## src/rtl/kre_pkg.sv

```systemverilog
// Shared types, constants and helpers of the keyframe ramp evaluator.
`timescale 1ns / 1ps
package kre_pkg;

    localparam int TRACKS = 8;
    localparam int KEYS   = 16;                       // power of two: key address is {track, key}
    localparam int TW     = $clog2(TRACKS);           // track index width
    localparam int KPW    = $clog2(KEYS);             // key position width
    localparam int AW     = TW + KPW;                 // key memory address width
    localparam int CW     = $clog2(TRACKS + 1);       // track count width

    localparam int S_DATA_W = 184;                    // 182 bits of fields, padded to bytes
    localparam int M_DATA_W = 48;                     // 44 bits of fields, padded to bytes

    localparam logic [2:0] A_LOAD_KEY   = 3'd0;
    localparam logic [2:0] A_LOAD_SETUP = 3'd1;
    localparam logic [2:0] A_RESET      = 3'd2;
    localparam logic [2:0] A_ADVANCE    = 3'd3;
    localparam logic [2:0] A_FORCE      = 3'd4;

    typedef enum logic [4:0] {
        K_KEY   = 5'b00001,
        K_SETUP = 5'b00010,
        K_RESET = 5'b00100,
        K_ADV   = 5'b01000,
        K_FORCE = 5'b10000
    } t_kind;

    typedef struct packed {
        t_kind       kind;
        logic [2:0]  track_sel;
        logic [3:0]  key_sel;
        logic [31:0] key_time;
        logic [31:0] key_value;
        logic [31:0] key_slope;
        logic        curve_kind;
        logic [4:0]  key_total;
        logic        finish_mode;
        logic [31:0] loop_point;
        logic [7:0]  target_index;
        logic [31:0] time_step;
    } t_cmd;

    // index of the last key, key count clamped to [2, KEYS]
    function automatic logic [KPW-1:0] end_key(input logic [4:0] total);
        logic [8:0] n;
        n = {4'd0, total};
        if (n < 9'd2) n = 9'd2;
        if (n > 9'(KEYS)) n = 9'(KEYS);
        return KPW'(n - 9'd1);
    endfunction

endpackage

```

## src/rtl/kre_front.sv

```systemverilog
// Front end: accepts input beats, classifies them and queues commands.
`timescale 1ns / 1ps
module kre_front import kre_pkg::*; (
    input  logic                i_clk,
    input  logic                i_rst_n,
    input  logic                i_s_tvalid,
    output logic                o_s_tready,
    input  logic [S_DATA_W-1:0] i_s_tdata,
    input  logic [2:0]          i_s_tuser,
    input  logic [CW-1:0]       i_active,
    input  logic                i_pop,
    output logic                o_cmd_valid,
    output t_cmd                o_cmd
);

    t_cmd       r_q [2];
    logic       r_wp, r_rp;
    logic [1:0] r_cnt;
    t_cmd       w_cmd;
    logic       w_keep, w_push;

    always_comb begin
        w_cmd.kind         = K_KEY;
        w_cmd.track_sel    = i_s_tdata[2:0];
        w_cmd.key_sel      = i_s_tdata[6:3];
        w_cmd.key_time     = i_s_tdata[38:7];
        w_cmd.key_value    = i_s_tdata[70:39];
        w_cmd.key_slope    = i_s_tdata[102:71];
        w_cmd.curve_kind   = i_s_tdata[103];
        w_cmd.key_total    = i_s_tdata[108:104];
        w_cmd.finish_mode  = i_s_tdata[109];
        w_cmd.loop_point   = i_s_tdata[141:110];
        w_cmd.target_index = i_s_tdata[149:142];
        w_cmd.time_step    = i_s_tdata[181:150];
        w_keep = 1'b0;
        unique case (i_s_tuser)
            A_LOAD_KEY: begin
                w_cmd.kind = K_KEY;
                w_keep = (32'(w_cmd.track_sel) < TRACKS) && (32'(w_cmd.key_sel) < KEYS);
            end
            A_LOAD_SETUP: begin
                w_cmd.kind = K_SETUP;
                w_keep = 32'(w_cmd.track_sel) < TRACKS;
            end
            A_RESET: begin
                w_cmd.kind = K_RESET;
                w_keep = i_active != '0;
            end
            A_ADVANCE: begin
                w_cmd.kind = K_ADV;
                w_keep = i_active != '0;
            end
            A_FORCE: begin
                w_cmd.kind = K_FORCE;
                w_keep = i_active != '0;
            end
            default: w_keep = 1'b0;
        endcase
    end

    assign o_s_tready  = r_cnt != 2'd2;
    assign w_push      = i_s_tvalid && o_s_tready && w_keep;
    assign o_cmd_valid = r_cnt != 2'd0;
    assign o_cmd       = r_q[r_rp];

    always_ff @(posedge i_clk) begin
        if (w_push) r_q[r_wp] <= w_cmd;
        if (!i_rst_n) begin
            r_wp  <= 1'b0;
            r_rp  <= 1'b0;
            r_cnt <= 2'd0;
        end else begin
            if (w_push) r_wp <= ~r_wp;
            if (i_pop) r_rp <= ~r_rp;
            r_cnt <= r_cnt + {1'b0, w_push} - {1'b0, i_pop};
        end
    end

endmodule

```

## config.mk

```make
export PLATFORM = sky130hd
export DESIGN_NAME = kre_front
export DESIGN_NICKNAME = d
export VERILOG_FILES = /design/src/rtl/kre_pkg.sv /design/src/rtl/kre_front.sv
export SDC_FILE = /design/constraint.sdc
export NUM_CORES = 1
export LEC_CHECK = 0
export BUFFER_PORTS_ARGS = -buffer_cell sky130_fd_sc_hd__buf_4
export CAP_MARGIN = 25
export CORE_MARGIN = 1.5
export CORE_UTILIZATION = 50
export CTS_BUF_LIST = sky130_fd_sc_hd__clkbuf_16
export CTS_CLUSTER_DIAMETER = 200
export DETAILED_ROUTE_END_ITERATION = 12
export PLACE_DENSITY = 0.77
export SKIP_LAST_GASP = 1
export SYNTH_ARGS = -nofsm -noshare
export SYNTH_HDL_FRONTEND = slang
export SYNTH_SLANG_ARGS = --single-unit
export TNS_END_PERCENT = 5
```

## constraint.sdc

```tcl
create_clock -name i_clk -period 21 [get_ports i_clk]
set_input_delay 4.2 -clock i_clk [delete_from_list [all_inputs] [get_ports i_clk]]
set_output_delay 4.2 -clock i_clk [all_outputs]
set_load 0.02 [all_outputs]
```

==> qor.yml, run 1 <==
rsz0062_at_grt: "false"
vdd_ir_drop_max_mv: 0.0727
htreeDepth: 2
drt_wl_total_um: 27900
postCtsHoldBufs: 0
viasPerCell: 5.08
ctsResizeCount: 0
worstSetupPathType: "reg -> out"
dieWidth_um: 169
grt_start_max_net_pins: 72
initialDrtViolationCount: 380
tns_ns: 0
synth_edf_count: 374
drt_pass1_iterations: 5
fin_cells: 1394
insertion_delay_ns: 0.50
critPathTopFamily: "buffers and inverters"
gp_congestion: 0.759
slowest_stage: "dfxtp_4"
drive_above_1_share_pct: 47.7
dieArea_um2: 28500
hold_viol_final: 0
cpMostUsedCell: "buf_4"
startpoint_type: "flip-flop"
synth_area_um2: 13800
yosysUniqueCellTypes: 23
cts_tree: "built"
finalSetupViolCount: 0
place_hpwl_um: 18300
clk_pin_slew_ns: 0.06
wl_per_cell_um: 20.0
cp_max_fo: 71
portBuffers: 381
start_util_pct: 51.0
synth_nets: 812
core_area_um2: 27000
antenna_found_initial: 0
post-cts-setup-buffers: 0
path_cells: "buf_4, mux2_2, buf_4"
power.density_nw_per_um2: 102
diodes: 0
fin_crit_sh_pct: 34.0
worst-path-buf-inv: 2
syn_inst: 615
fillers: 1753
status: "complete, no violations"
track_usage_pct: 19.0
maxSlewViolCount: 0
drtAntennaViolNets: 0
drc: 0
vias: 7076
fin_skew_ns: 0.0128
yosysWarnings: 0
cts.sinks: 379
dp.cells: 1325
die_h_um: 169
worst_slack_ns: 13.86
clockRootBuffer: "clkbuf_16"
ctsLongestPathBuffers: 3
arrival_ns: 2.94
synthFlopType: "edfxtp_1"
cts_buffers: 38
grt_pass1_wl_um: 40700
syn_avg_cell_area_um2: 22.4
slowest_delay_ns: 0.87
leakage_nw: 6.83
syn2layout_area_growth_pct: 33.2
final_core_util_pct: 68.0
finalNetCount: 1221
maxCapViolations: 0
pre_cts_ws_ns: 13.80
synthArstFlopShare_pct: 0
period_needed_ns: 7.14
worst-slew-pin-transition_ns: 0.972
ys_seq_area_share_pct: 82.4
hp-class: "reg -> reg"
synth_seq_cells: 379
rows: 60
clock.fmax_ghz: 0.140
cp-end-kind: "primary output"
required_ns: 16.80
slew-limit-headroom_pct: 35.2
grt_pass1_vias: 7511
ioPinCount: 384
grt-ovfl-total: 0
-- cell type report --
cell class,count,area (µm²),area share [%]
clock inverters,30,292,1.59
inverters,2,7.51,0.0410
clock buffers,39,976,5.33
repair buffers,390,2970,16.2
flip-flops and latches,379,11300,61.8
well taps,341,427,2.33
multi-input cells,213,2320,12.7
-- sequential cells by signal, indices dropped and copies added, names as in the netlist, named ones only --
signal	count
r_rp	1
r_q	374
r_cnt	2
r_wp	1
-- tightest hold or removal path: cells and delay by family (launching register included) --
| kind | cells | cell delay (ns) |
|---|---|---|
| DFF | 1 | 0.35 |
| muxes | 1 | 0.06 |
| and+or+nand+nor | 1 | 0.08 |
-- where the power goes --
part	internal (mW)	switching, mW
Combinational	0.123	0.157
Clock	0.411	0.264
Sequential	0.898	0.0162
Total	1.43	0.437
-- cell usage after synthesis, types with 3 or more instances --
| master | number | area, µm² |
|---|---|---|
| buf_2 | 17 | 85.1 |
| dfxtp_1 | 5 | 100 |
| and2_1 | 4 | 25.0 |
| nor3b_1 | 3 | 22.5 |
| nor2_1 | 3 | 11.3 |
| mux2_2 | 50 | 563 |
| buf_4 | 3 | 22.5 |
| nand2_1 | 3 | 11.3 |
| edfxtp_1 | 374 | 11200 |
| mux2_1 | 137 | 1540 |
-- layer usage --
| metal | track usage (%) | share of wire, % |
|---|---|---|
| met4 | 7.03 | 2.9 |
| met3 | 8.86 | 12 |
| met2 | 33.3 | 51 |
| met5 | 0 | 0 |
| met1 | 19.8 | 34 |
-- cell families after synthesis --
group	share of synthesized area, %
AOI/OAI and AO/OA	0.227
xor gates and xnor gates	0.191
adders and majority gates	0.182
buffers and inverters	0.864
DFF	82.4
muxes	15.4
and+or+nand+nor	0.791
-- metrics by stage --
step                total power [mW]  cell area (µm²)  hold slack (ns)
CTS                             1.89            18300            0.544
global route                    1.93            18300            0.577
floorplan                       1.09            13800            0.451
finish                          1.87            18300            0.543
global placement                1.20            17000            0.495
detailed placement              1.21            17100            0.534
-- path summary, 6_finish.rpt --
check        slack, ns       from          to  depth (start not counted)
min               0.54       r_wp        r_wp                          2
min reg2reg       0.54       r_wp        r_wp                          2
max              13.86  flip-flop   o_cmd[42]                          3
max reg2reg      17.93   r_cnt[0]  r_q[1][80]                          5
-- placed cells by master (no fill, tap or decap), types with 2 or more instances in the layout --
| master | count |
|---|---|
| nor2_4 | 2 |
| clkbuf_16 | 39 |
| xnor2_1 | 2 |
| mux2_1 | 137 |
| clkinv_2 | 9 |
| buf_16 | 2 |
| nor3b_1 | 3 |
| buf_4 | 388 |
| inv_6 | 2 |
| inv_1 | 5 |
| mux2_2 | 50 |
| edfxtp_1 | 374 |
| dfxtp_1 | 4 |
| ha_1 | 2 |
| nand2_1 | 3 |
| clkinv_1 | 10 |
| and2_1 | 4 |
| bufinv_16 | 6 |
No activity file was read; power rests on OpenSTA's default activity.
==> run 2: changes to the inputs <==
CORE_UTILIZATION = 47   (was 50)
PLACE_DENSITY = 0.76   (was 0.77)
clock period = 6.4 ns   (was 21 ns; I/O delays follow)
==> run 2 against run 1 <==
Net effect:
- power grew to 3.2 times the previous value
- hold slack got worse by 0.026 ns
- critical path depth unchanged
- global-route usage fell by 1.3 points
- clock power increased to 3.1 times the previous value
- routed wire length down 2.5%
- flip-flop and latch count unchanged
- clock skew grew 0.00060 ns
- sequential power increased to 3.3 times the previous value
- first-iteration DRC count is 4.5% lower
- worst setup slack worse by 11 ns
- non-clock buffer count decreased by 2
- critical endpoint is now o_cmd[31]
- largest cell class unchanged
==> qor.yml, run 2 (same netlist as run 1, synthesis figures left out) <==
status: "complete, no violations"
finalSetupViolCount: 0
cts_buffers: 39
rows: 62
period_needed_ns: 3.90
cp_max_fo: 53
ctsLongestPathBuffers: 3
drc: 0
clk_pin_slew_ns: 0.06
p_comb_share_pct: 15.1
power.internal_mw: 4.58
largest_reg_flops: 374
vdd_ir_drop_max_mv: 0.274
worst-slew-pin-transition_ns: 0.793
initialDrtViolationCount: 363
switching_share_pct: 23.7
largest-register: "r_q"
hp-class: "reg -> reg"
final_core_util_pct: 63.6
fin_skew_ns: 0.0134
maxSlewViolCount: 0
post-cts-setup-buffers: 0
rsz0062_at_grt: "false"
fillers: 2001
htreeDepth: 2
drive_above_1_share_pct: 47.0
place_hpwl_um: 17700
wl_per_cell_um: 19.0
dieWidth_um: 174
worst_slack_ns: 2.50
multiInputGateArea_um2: 2320
p_sw_mw: 1.42
regArea_um2: 11300
vias: 7095
drt_wl_total_um: 27200
grt-ovfl-total: 0
startpoint_type: "flip-flop"
final_cell_mix: "buf_4, edfxtp_1, mux2_1"
finalNetCount: 1220
grt_start_max_net_pins: 105
ioPinCount: 384
clockRootBuffer: "clkbuf_16"
drtAntennaViolNets: 0
track_usage_pct: 17.7
hold_viol_final: 0
grt_pass1_vias: 7578
insertion_delay_ns: 0.51
worstSetupPathType: "reg -> out"
power_frac_seq_pct: 50.0
syn2layout_area_growth_pct: 33.1
hold_ws_ns: 0.516
p_clk_share_pct: 34.9
die_h_um: 174
slew-limit-headroom_pct: 47.2
core_area_um2: 28800
arrival_ns: 2.62
antenna_found_initial: 1
portBuffers: 381
clock.fmax_ghz: 0.256
top_regs: "r_q: 374 flops, r_cnt: 2 flops"
cp-end-kind: "primary output"
cts.sinks: 379
dieArea_um2: 30300
mostFrequentLayoutCell: "buf_4"
ctsResizeCount: 0
pre_cts_ws_ns: 2.71
cts_tree: "built"
required_ns: 5.12
drt_pass1_iterations: 4
gp_congestion: 0.742
leakage_nw: 6.79
viasPerCell: 4.94
grt_pass1_wl_um: 41400
postCtsHoldBufs: 0
power.density_nw_per_um2: 328
maxCapViolations: 0
start_util_pct: 47.8
fin_crit_sh_pct: 61.0
run 2: cell types whose count changed in the layout (fill, tap and decap cells not counted), sizes merged:
cell	delta
clkinv	-1
bufinv	-4
diode	+1
inv	+2
clkinvlp	+1
clkbuf	+2
buf	-2
run 2: final cells by class:
class	count	area share [%]
clock inverter	28	0.923
timing repair buffer	388	16.2
multi-input combinational	213	12.7
clock buffer	41	5.60
sequential	379	61.9
inverter	2	0.0410
tap	384	2.62
antenna	1	0.0137
run 2: critical path, cell delays in order (launching register included):
cell,delay (ns)
dfxtp_4,0.82
buf_4,0.64
mux2_2,0.42
buf_4,0.17
run 2: worst paths after layout:
path | startpoint | depth (start not counted) | slack, ns | to
setup reg to reg | r_cnt[0] | 5 | 3.94 | r_q[0][63]
setup / recovery | flip-flop | 3 | 2.50 | o_cmd[31]
hold reg to reg | r_wp | 2 | 0.52 | r_wp
hold / removal | r_wp | 2 | 0.52 | r_wp
run 2: stage by stage:
step / instances / setup TNS (ns) / power [mW] / cell area [µm²]
after floorplan: 615 / -242.56 / 3.55 / 13800
after global placement: 1366 / 0 / 3.94 / 17100
after detailed placement: 1366 / 0 / 3.97 / 17100
after CTS: 1435 / 0 / 6.06 / 18300
after global routing: 1436 / 0 / 6.22 / 18300
final: 1436 / 0 / 6.00 / 18300
run 2: layer usage:
layer	vias to the layer above	GRT usage (%)	share of wire [%]
li1	3265	-	-
met2	299	31.2	51
met4	0	6.93	3.3
met5	-	0	0
met1	3467	19.4	36
met3	64	6.36	9.6
run 2: power groups by stage:
stage          sequential [mW]  clock, mW  combinational, mW
6_report                  3.00       2.09              0.906
5_1_grt                   3.02       2.24              0.961
4_1_cts                   3.00       2.14              0.921
3_5_place_dp              3.05          0              0.914
3_3_place_gp              3.04          0              0.904
2_1_floorplan             3.06          0              0.493
